`src/design/fasc_ram.sv`:
```
// Single-port-write, single-port-read synchronous RAM with registered read data.
`timescale 1ns / 1ps
module fasc_ram #(
  parameter int W = 8,
  parameter int D = 16
) (
  input  logic                 clk_i,
  input  logic                 we_i,
  input  logic [$clog2(D)-1:0] waddr_i,
  input  logic [W-1:0]         wdata_i,
  input  logic [$clog2(D)-1:0] raddr_i,
  output logic [W-1:0]         rdata_o
);
  logic [W-1:0] mem [D];

  always_ff @(posedge clk_i) begin
    if (we_i) begin
      mem[waddr_i] <= wdata_i;
    end
    rdata_o <= mem[raddr_i];
  end
endmodule

```
`config.mk`:
```
export PLATFORM = sky130hd
export DESIGN_NAME = fasc_ram
export DESIGN_NICKNAME = d
export VERILOG_FILES = /design/src/design/fasc_ram.sv
export SDC_FILE = /design/constraint.sdc
export NUM_CORES = 1
export LEC_CHECK = 0
export ABC_AREA = 0
export BUFFER_PORTS_ARGS = -buffer_cell sky130_fd_sc_hd__buf_2
export CAP_MARGIN = 25
export CORE_MARGIN = 2
export CORE_UTILIZATION = 53
export DETAILED_ROUTE_END_ITERATION = 6
export HOLD_SLACK_MARGIN = 0.08
export PLACE_DENSITY = 0.8
export SYNTH_ARGS = -nofsm -noshare
export SYNTH_HDL_FRONTEND = slang
export SYNTH_SLANG_ARGS = --single-unit
```
`constraint.sdc`:
```
create_clock -name clk_i -period 2 [get_ports clk_i]
set_clock_uncertainty 0.1 [all_clocks]
set_input_delay 0.2 -clock clk_i [delete_from_list [all_inputs] [get_ports clk_i]]
set_output_delay 0.2 -clock clk_i [all_outputs]
set_load 0.03 [all_outputs]
```
# Word-level counts from Yosys, hierarchy flattened
# Memories as Yosys holds them, arrays and structs flattened. A register that Yosys moved wholly into a read port is not among the register bits.
# Cells that the tools add are included.
classes:
  n_mux: 2
op_table:
  columns: ["operator", "n"]
  rows:
  - ["1-bit two-way mux", 2]
totals:
  regBits: 0
  mem_bits_rw: 128
  in_bits: 18
  output_inout_bits: 8
  elab_cells: 3
  memories: 1
memory_table:
  columns: ["memory", "words", "width", "rd", "rd_ports_with_merged_regs", "wr", "line", "text"]
  rows:
  - ["mem", 16, 8, 1, 1, 1, "14", "logic [W-1:0] mem [D];"]

# Longest topological paths before layout
# Gate-level depths: netlist of the first run.
depth:
  word_depth: 2
  mapped_depth: 5
  mapped_depth_nobuf: 3

# Worst setup path after synthesis of the first run
# Ideal clock, no wire load.
synth_path:
  kind: "in2reg"
  start: "input port waddr_i[2]"
  end: "memory mem[0][0], enable pin"
  setup_time_ns: 0.383
  arrival_ns: 1.310
  required_ns: 1.517
  setup_slack_ns: 0.207
  stages: 2
  path_buffers: 0
  cell_sequence: "or3b_2 nor3_1"
synth_rtl:
  columns: ["item", "line", "text"]
  rows:
  - ["start: declaration", "9", "input logic [$clog2(D)-1:0] waddr_i,"]
  - ["end: declaration", "14", null]
# No word-level cell before the write port.

==> impl_metrics.tcl, run 1 <==
set metrics [dict create \
    number_of_buffers_on_the_longest_clock_path 2 \
    regToRegStartpoint "mem[3][6]" \
    drive_above_1_share_pct 30.7 \
    hold-path-cell-count 3 \
    post-route-drc-count 0 \
    tritoncts.num_buffers 17 \
    dpl-instance-area_um2 5530 \
    layout.cell_area.non_filler_um2 6160 \
    synth-seq-cells 136 \
    worst_setup_hold_path_clk_slew_ns 0.06 \
    initial_utilization_pct 55.2 \
    finalSetupViolations 0 \
    grt_usage_pct 22.0 \
    avgRoutedWirePerCell_um 23.7 \
    wirelength_mm 10.3 \
    clkSinkCount 136 \
    worst-slew-pin-transition_ns 0.443 \
    rows 35 \
    grt.overflow.total 0 \
    synth-seq-area-share_pct 77.8 \
    clock_power_share_pct 44.5 \
    crit_fanout 1 \
    chipWidth_um 103 \
    timing.critical_path.arrival_ns 1.79 \
    postSynthNetCount 247 \
    num-fill-cells 583 \
    number_of_vias_in_the_routed_layout 2534 \
    period_needed_ns 1.50 \
    critPathRequiredTime_ns 2.29 \
    clockRootBuffer "clkbuf_8" \
    vdd_drop_max_v 0.000633 \
    core_footprint_um2 9330 \
    detailedRoute.firstPassIterationCount 5 \
    maxSlewViolCount 0 \
    leakage_uw 0.00210 \
    detailedPlace.worstSlack_ns 0.279 \
    area_growth_pct 19.6 \
    drt-initial-drc-count 291 \
    insertion_delay_ns 0.51 \
    netSwitchingFraction_pct 20.7 \
    slew-limit-headroom_pct 70.4 \
    max_cap_violations 0 \
    synth_cells 229 \
    detail-route-antenna-nets 0 \
    final_net_count 311 \
    regToRegSetupSlack_ns 0.50 \
    unrepaired_setup_endpoints_after_global_routing "no" \
    worst_r2r_path_depth 3 \
    most_common_cell_after_layout_fill_and_taps_aside "edfxtp_1" \
    setup_slack_ns 0.503 \
    fmaxAchievable_ghz 0.668 \
    cts-htree-levels 4 \
    run_status "completed" \
    number_of_instances_resized_during_post_cts_repair 0 \
    total_switching_power_uw 1320 \
    power.share.combinational_pct 5.3 \
    clock_tree_from_tritoncts "done" \
    timing.hold.worst.start "waddr_i[0]" \
    wire_length_of_the_first_global_routing_pass_mm 15.4 \
    synth_cell_area_um2 5150 \
    hold_viol 0 \
    timing.critical_path.to_type "register" \
    yosys.cell_types.count 19 \
    final_cell_count_no_fill 435 \
    power-per-cell-area_nw_per_um2 1040 \
    floorplan.die_area_um2 10500 \
    startpoint_type "register" \
    final.period_utilization_pct 74.9 \
    synth.yosys.warnings 0 \
    buffer_ports.inserted 25 \
    fin_tns_setup_ns 0 \
    design.portCount 26 \
    hold_class "input port to register" \
    antenna_found_initial 0 \
    via_count_of_the_first_global_routing_pass 2609 \
    layout_common_cells "edfxtp_1 (128), buf_2 (25), buf_4 (21)" \
    intPower_uw 5070 \
    antenna_fix_cells 0 \
    syn_avg_cell_area_um2 22.5 \
    grt_start_max_net_pins 24 \
    dpl.hpwl_mm 6.07 \
    power_frac_seq_pct 50.2 \
    crit-reg2reg-capture "rdata_o[6]" \
    placed_instance_count 395 \
    finalWeightedCongestion 0.745 \
    dieHeight_um 103 \
    worstSetupPathType "register to register" \
    routed_via_density 5.83 \
    hold_end "mem[4][1]" \
]
## how the worst max path moves through the flow
stage                from    endpoint  slack (ns)  cells after the start
2_1_floorplan  waddr_i[2]   mem[0][0]        0.21                      2
3_3_place_gp   raddr_i[0]  rdata_o[3]        0.31                      5
3_5_place_dp   raddr_i[1]  rdata_o[7]        0.28                      5
4_1_cts         mem[3][6]  rdata_o[6]        0.51                      3
5_1_grt         mem[3][6]  rdata_o[6]        0.46                      3
6_report        mem[3][6]  rdata_o[6]        0.50                      3
## cells by family after synthesis
| kind of cell | share of synthesized area (%) |
|---|---|
| AOI/OAI and AO/OA | 2.33 |
| buffers and inverters | 1.68 |
| DFF | 77.8 |
| muxes | 15.0 |
| and+or+nand+nor | 3.18 |
## per-stage QoR
stage / hold WS, ns / util, % / power [µW]
detailed placement: 0.494 / 59.2 / 3590
CTS: 0.125 / 66.0 / 6410
global placement: 0.484 / 59.2 / 3580
global route: 0.146 / 66.0 / 6580
finish: 0.144 / 66.0 / 6390
floorplan: 0.199 / - / 3460
## repair_timing
action / 4_1_cts / 5_1_grt
setup endpoints to repair: 0 / 0
hold buffers: 8 / 0
setup buffers: 0 / 0
hold endpoints to repair: 128 / 0
## power by group through the flow
| stage | sequential [µW] | clock [µW] | combinational, µW |
|---|---|---|---|
| 2_1_floorplan | 3300 | 0 | 162 |
| 3_3_place_gp | 3260 | 0 | 317 |
| 3_5_place_dp | 3270 | 0 | 327 |
| 4_1_cts | 3210 | 2860 | 344 |
| 5_1_grt | 3220 | 2990 | 366 |
| 6_report | 3210 | 2840 | 340 |
## worst max-delay path, stage by stage (launching register included)
cell	delay, ns
edfxtp_1	0.38
mux4_2	0.47
a22oi_1	0.32
nand2_1	0.10
## registers in the layout, summed over array words and instances, names as in the netlist
name	cells
mem	128
rdata_o	8
## cell usage after synthesis
cell type | n | area (µm²)
a22oi_1 | 16 | 120
nor3_1 | 4 | 20.0
buf_4 | 1 | 7.51
nand2_1 | 9 | 33.8
clkdlybuf4s25_2 | 3 | 30.0
nor2_1 | 13 | 48.8
nor2b_1 | 1 | 6.26
dfxtp_1 | 8 | 160
nand3b_1 | 2 | 15.0
nand3_1 | 1 | 5.00
and2b_1 | 1 | 7.51
mux4_1 | 14 | 368
nand2b_1 | 2 | 12.5
and2_1 | 1 | 6.26
edfxtp_1 | 128 | 3840
mux4_2 | 18 | 405
buf_2 | 3 | 15.0
or3b_2 | 1 | 8.76
buf_6 | 3 | 33.8
## layer usage
layer	GRT usage (%)	wire length, µm	up-vias
li1	-	-	1106
met1	29.1	4000	1293
met2	35.7	5440	127
met3	5.97	772	8
met4	8.10	111	0
met5	0	0	-
## area by class of cell
cell class              count  area [µm²]  share of cell area, %
clock buffers              17         414                   6.73
clock inverters            15         136                   2.22
multi-input cells          83        1060                   17.2
flip-flops and latches    136        4000                   65.0
well taps                 129         161                   2.62
repair buffers             55         383                   6.22
Power figures use the tool's default switching activity.
==> run 2, diff against run 1 <==
==> constraint.sdc (replaced) <==
create_clock -name clk_i -period 1.6 [get_ports clk_i]
set_clock_uncertainty 0.1 [all_clocks]
set_input_delay 0.16 -clock clk_i [delete_from_list [all_inputs] [get_ports clk_i]]
set_output_delay 0.16 -clock clk_i [all_outputs]
set_load 0.03 [all_outputs]
==> run 2 against run 1 <==
Compared with the run above: via count increased by 0.95%; highest routed layer unchanged; setup slack got worse by 0.38 ns; maximum frequency is 1.4% higher; sequential share of layout area fell by 0.96 points; clock-buffer cell count up 1; clock power increased by 35%; hold slack lost 0.035 ns; wire length shrank 0.97%; sequential cell count unchanged; power is 29% higher; critical path depth unchanged; register-to-register slack got worse by 0.38 ns.
==> impl_metrics.tcl, run 2 (same netlist as run 1, synthesis figures left out) <==
set metrics [dict create \
    run_status "completed" \
    insertion_delay_ns 0.52 \
    maxSlewViolCount 0 \
    multi_input_area_um2 1060 \
    clkSinkCount 136 \
    area_growth_pct 21.4 \
    crit_family "multiplexers" \
    number_of_vias_in_the_routed_layout 2558 \
    num-fill-cells 587 \
    hold-path-cell-count 3 \
    hold_class "input port to register" \
    layout.cell_area.non_filler_um2 6250 \
    floorplan.die_area_um2 10500 \
    clockRootBuffer "clkbuf_8" \
    post_cts_hold_fix_bufs 8 \
    grt_usage_pct 22.1 \
    detail-route-antenna-nets 0 \
    dpl.hpwl_mm 6.27 \
    leakage_uw 0.00215 \
    cts-htree-levels 4 \
    core_footprint_um2 9330 \
    initial_utilization_pct 55.2 \
    intPower_uw 6550 \
    timing.critical_path.slowest_stage_cell "mux4_2" \
    dpl-instance-area_um2 5580 \
    most_common_cell_after_layout_fill_and_taps_aside "edfxtp_1" \
    grt.overflow.total 0 \
    tritoncts.num_buffers 17 \
    regMostFlops "mem" \
    power-per-cell-area_nw_per_um2 1320 \
    post_cts.repair.setup_buffers 0 \
    ff_latch_area_um2 4000 \
    vdd_drop_max_v 0.000656 \
    regToRegStartpoint "mem[7][4]" \
    wire_length_of_the_first_global_routing_pass_mm 15.8 \
    number_of_instances_resized_during_post_cts_repair 0 \
    layout_common_cells "edfxtp_1 (128), buf_2 (25), buf_4 (19)" \
    critical_path.cell_chain "mux4_2 > a22oi_1 > nand2_1" \
    design.portCount 26 \
    worst_setup_hold_path_clk_slew_ns 0.06 \
    via_count_of_the_first_global_routing_pass 2685 \
    worst-slew-pin-transition_ns 0.552 \
    drt-initial-drc-count 238 \
    clock_tree_from_tritoncts "done" \
    finalSetupViolations 0 \
    finalWeightedCongestion 0.770 \
    dieHeight_um 103 \
    buffer_ports.inserted 25 \
    worst_path_largest_cell_delay_ns 0.50 \
    timing.hold.worst.start "waddr_i[0]" \
    fmaxAchievable_ghz 0.678 \
    netSwitchingFraction_pct 20.8 \
    wirelength_mm 10.2 \
    top_regs "mem (128), rdata_o (8)" \
    worst_r2r_path_depth 3 \
    drive_above_1_share_pct 32.2 \
    crit_buf_inv 0 \
    detailedRoute.firstPassIterationCount 4 \
    total_switching_power_uw 1720 \
    hold_end "mem[0][0]" \
    grt_start_max_net_pins 33 \
    fin_tns_setup_ns 0 \
    detailedPlace.worstSlack_ns -0.113 \
    period_needed_ns 1.48 \
    crit_fanout 1 \
    chipWidth_um 103 \
    post-route-drc-count 0 \
    hold_viol 0 \
    largest_register_ffs 128 \
    max_cap_violations 0 \
    routed_via_density 5.87 \
    slew-limit-headroom_pct 63.1 \
    unrepaired_setup_endpoints_after_global_routing "no" \
    regToRegSetupSlack_ns 0.12 \
    crit-reg2reg-capture "rdata_o[4]" \
    clock_power_share_pct 46.2 \
    number_of_buffers_on_the_longest_clock_path 2 \
    power.share.combinational_pct 5.4 \
    critPathRequiredTime_ns 1.89 \
    setup_slack_ns 0.124 \
    timing.critical_path.to_type "register" \
    power_frac_seq_pct 48.5 \
    antenna_found_initial 0 \
    startpoint_type "register" \
    avgRoutedWirePerCell_um 23.4 \
    worstSetupPathType "register to register" \
    antenna_fix_cells 0 \
    rows 35 \
    fin_hold_ws_ns 0.109 \
    final_net_count 312 \
    final.period_utilization_pct 92.2 \
    timing.critical_path.arrival_ns 1.77 \
]
==> run 2: cell types whose count changed in the layout (fill, tap and decap cells not counted) <==
cell,previous run,this run
clkbuf_1,0,1
clkinv_1,4,0
nor3_2,0,1
buf_4,21,19
bufinv_16,2,3
nor3_1,4,3
clkinvlp_4,5,3
buf_12,1,4
inv_6,0,2
clkinv_2,3,2
clkinv_4,1,4
==> run 2: tightest hold or removal path, stage by stage <==
cell    delay, ns
buf_2        0.15
nor3_2       0.06
buf_4        0.17
==> run 2: layout make-up <==
| class | instances | area share [%] |
|---|---|---|
| sequential | 136 | 64.1 |
| multi-input combinational | 83 | 17.0 |
| timing repair buffer | 56 | 6.85 |
| clock buffer | 18 | 6.69 |
| clock inverter | 14 | 2.80 |
| tap | 129 | 2.58 |
==> run 2: worst max-delay path by stage <==
stage	from	end	slack, ns	cells past startpoint
global placement	raddr_i[0]	rdata_o[3]	-0.08	5
finish	mem[7][4]	rdata_o[4]	0.12	3
CTS	mem[10][2]	rdata_o[2]	0.14	3
floorplan	waddr_i[2]	mem[3][0]	0.07	2
global route	mem[10][2]	rdata_o[2]	0.08	3
detailed placement	raddr_i[0]	rdata_o[3]	-0.11	5
==> run 2: metal layers <==
layer / part of all wire [%] / GRT usage (%) / vias up
met4: 2.1 / 10.1 / 0
met3: 5.2 / 4.88 / 19
met1: 41 / 30.1 / 1333
met5: 0 / 0 / -
met2: 51 / 34.8 / 102
li1: - / - / 1104
==> run 2: power groups by stage <==
stage	logic (µW)	registers [µW]	clock network, µW
floorplan	202	4120	0
global placement	410	4080	0
detailed placement	423	4080	0
CTS	445	4010	3880
global route	475	4020	4050
finish	444	4010	3820
==> run 2: stage by stage <==
stage | power, µW | std cells | utilization [%]
after CTS | 8330 | 436 | 67.0
after floorplan | 4320 | 229 | -
after global routing | 8540 | 436 | 67.0
after global placement | 4490 | 396 | 59.8
final | 8270 | 436 | 67.0
after detailed placement | 4510 | 396 | 59.8
==> run 3, diff against run 2 <==
==> constraint.sdc (replaced) <==
create_clock -name clk_i -period 1.6 [get_ports clk_i]
set_clock_uncertainty 0.1 [all_clocks]
set_input_delay 0.24 -clock clk_i [delete_from_list [all_inputs] [get_ports clk_i]]
set_output_delay 0.24 -clock clk_i [all_outputs]
set_load 0.03 [all_outputs]
==> run 3 against run 2 <==
Compared with the run above: clock-buffer cell count did not move; maximum frequency increased by 0.34%; sequential power is essentially flat; core utilization rose by 0.054 points; wire length decreased by 2.6%; register-to-register slack barely moved; critical path depth did not move.
==> impl_metrics.tcl, run 3 (same netlist as run 1, synthesis figures left out) <==
set metrics [dict create \
    unrepaired_setup_endpoints_after_global_routing "no" \
    insertion_delay_ns 0.51 \
    grt_start_max_net_pins 17 \
    worst_setup_hold_path_clk_slew_ns 0.06 \
    final_net_count 316 \
    top_regs "mem (128), rdata_o (8)" \
    crit_fanout 1 \
    run_status "completed" \
    dpl.hpwl_mm 6.27 \
    via_count_of_the_first_global_routing_pass 2612 \
    avgRoutedWirePerCell_um 22.6 \
    hold_viol 0 \
    floorplan.die_area_um2 10500 \
    leakage_uw 0.00215 \
    hold_class "input port to register" \
    number_of_buffers_on_the_longest_clock_path 2 \
    vdd_drop_max_v 0.000777 \
    power-per-cell-area_nw_per_um2 1300 \
    wire_length_of_the_first_global_routing_pass_mm 15.3 \
    tritoncts.num_buffers 17 \
    setup_slack_ns 0.129 \
    timing.critical_path.to_type "register" \
    worst_r2r_path_depth 3 \
    core_footprint_um2 9330 \
    grt_usage_pct 21.3 \
    buffer_ports.inserted 25 \
    final.period_utilization_pct 91.9 \
    detailedRoute.firstPassIterationCount 4 \
    finalWeightedCongestion 0.728 \
    max_cap_violations 0 \
    most_common_cell_after_layout_fill_and_taps_aside "edfxtp_1" \
    area_growth_pct 21.5 \
    number_of_instances_resized_during_post_cts_repair 0 \
    slew-limit-headroom_pct 46.0 \
    fmaxAchievable_ghz 0.680 \
    drt-initial-drc-count 210 \
    worstSetupPathType "register to register" \
    post-route-drc-count 0 \
    detail-route-antenna-nets 0 \
    regMostFlops "mem" \
    grt.overflow.total 0 \
    hold_end "mem[0][0]" \
    chipWidth_um 103 \
    clock_tree_from_tritoncts "done" \
    rows 35 \
    finalSetupViolations 0 \
    startpoint_type "register" \
    cts-htree-levels 4 \
    regToRegStartpoint "mem[2][6]" \
    postLayoutCoreUtil_pct 67.0 \
    clockRootBuffer "clkbuf_8" \
    initial_utilization_pct 55.2 \
    crit-reg2reg-capture "rdata_o[6]" \
    dieHeight_um 103 \
    hold-path-cell-count 3 \
    critPathRequiredTime_ns 1.88 \
    wirelength_mm 9.96 \
    layout_common_cells "edfxtp_1 (128), buf_2 (25), buf_4 (23)" \
    worst-slew-pin-transition_ns 0.808 \
    drive_above_1_share_pct 32.5 \
    maxSlewViolCount 0 \
    regToRegSetupSlack_ns 0.13 \
    detailedPlace.worstSlack_ns -0.169 \
    timing.hold.worst.start "waddr_i[1]" \
    timing.critical_path.arrival_ns 1.75 \
    post_cts.repair.setup_buffers 0 \
    antenna_fix_cells 0 \
    period_needed_ns 1.47 \
    design.portCount 26 \
    antenna_found_initial 0 \
    largest_register_ffs 128 \
    num-fill-cells 577 \
    clkSinkCount 136 \
    number_of_vias_in_the_routed_layout 2516 \
    fin_tns_setup_ns 0 \
    routed_via_density 5.72 \
]
==> run 3: changes by cell type in the layout (fill, tap and decap cells not counted) <==
| cell | delta |
|---|---|
| buf_4 | +4 |
| bufinv_16 | -1 |
| clkinv_1 | +2 |
| clkinv_2 | -2 |
| clkinv_4 | -1 |
| clkinvlp_4 | +1 |
| inv_6 | +1 |
==> run 3: worst max path at each step <==
stage,to,start,slack [ns],depth (start not counted)
final,rdata_o[6],mem[2][6],0.13,3
after global routing,rdata_o[6],mem[2][6],0.07,3
after CTS,rdata_o[2],mem[0][2],0.12,3
after detailed placement,rdata_o[3],raddr_i[0],-0.17,5
after global placement,rdata_o[3],raddr_i[0],-0.19,5
after floorplan,mem[3][0],waddr_i[2],-0.006,2
==> run 3: metrics by stage <==
stage          hold WS [ns]  instance area [µm²]  cells  total power, µW
2_1_floorplan         0.239                 5150    229             4320
3_3_place_gp          0.524                 5610    400             4490
3_5_place_dp          0.541                 5610    400             4510
4_1_cts               0.173                 6250    440             8190
5_1_grt               0.196                 6250    440             8400
6_report              0.206                 6250    440             8140
==> run 3: where the power goes <==
| part | internal, µW | switching, µW | leakage [µW] |
|---|---|---|---|
| Clock | 2220 | 1460 | 0.000263 |
| Combinational | 191 | 261 | 0.000663 |
| Sequential | 3980 | 23.2 | 0.00122 |
| Total | 6400 | 1740 | 0.00215 |
==> run 3: metal layers <==
metal	vias to the layer above	part of all wire, %	wire length [µm]	global-route usage, %
met1	1302	42	4160	28.2
met3	13	5.3	531	5.08
met5	-	0	0	0
met4	0	1.7	172	9.33
li1	1113	-	-	-
met2	88	51	5100	34.3
==> run 3: area by class of cell <==
class	count	area, µm²	area share [%]
Sequential cell	136	4000	64.0
Multi-Input combinational cell	83	1060	17.0
Timing Repair Buffer	60	458	7.32
Clock buffer	18	418	6.68
Tap cell	129	161	2.58
Clock inverter	14	150	2.40
==> run 3: worst max-delay path, cell delays in order, from the launching register on <==
cell      delay [ns]
edfxtp_1        0.37
mux4_2          0.47
a22oi_1         0.29
nand2_1         0.11
==> run 3: what timing repair did <==
action                                 4_1_cts  5_1_grt
hold buffers                                 8        0
endpoints found under the hold margin      128        0
setup endpoints to repair                    0        0
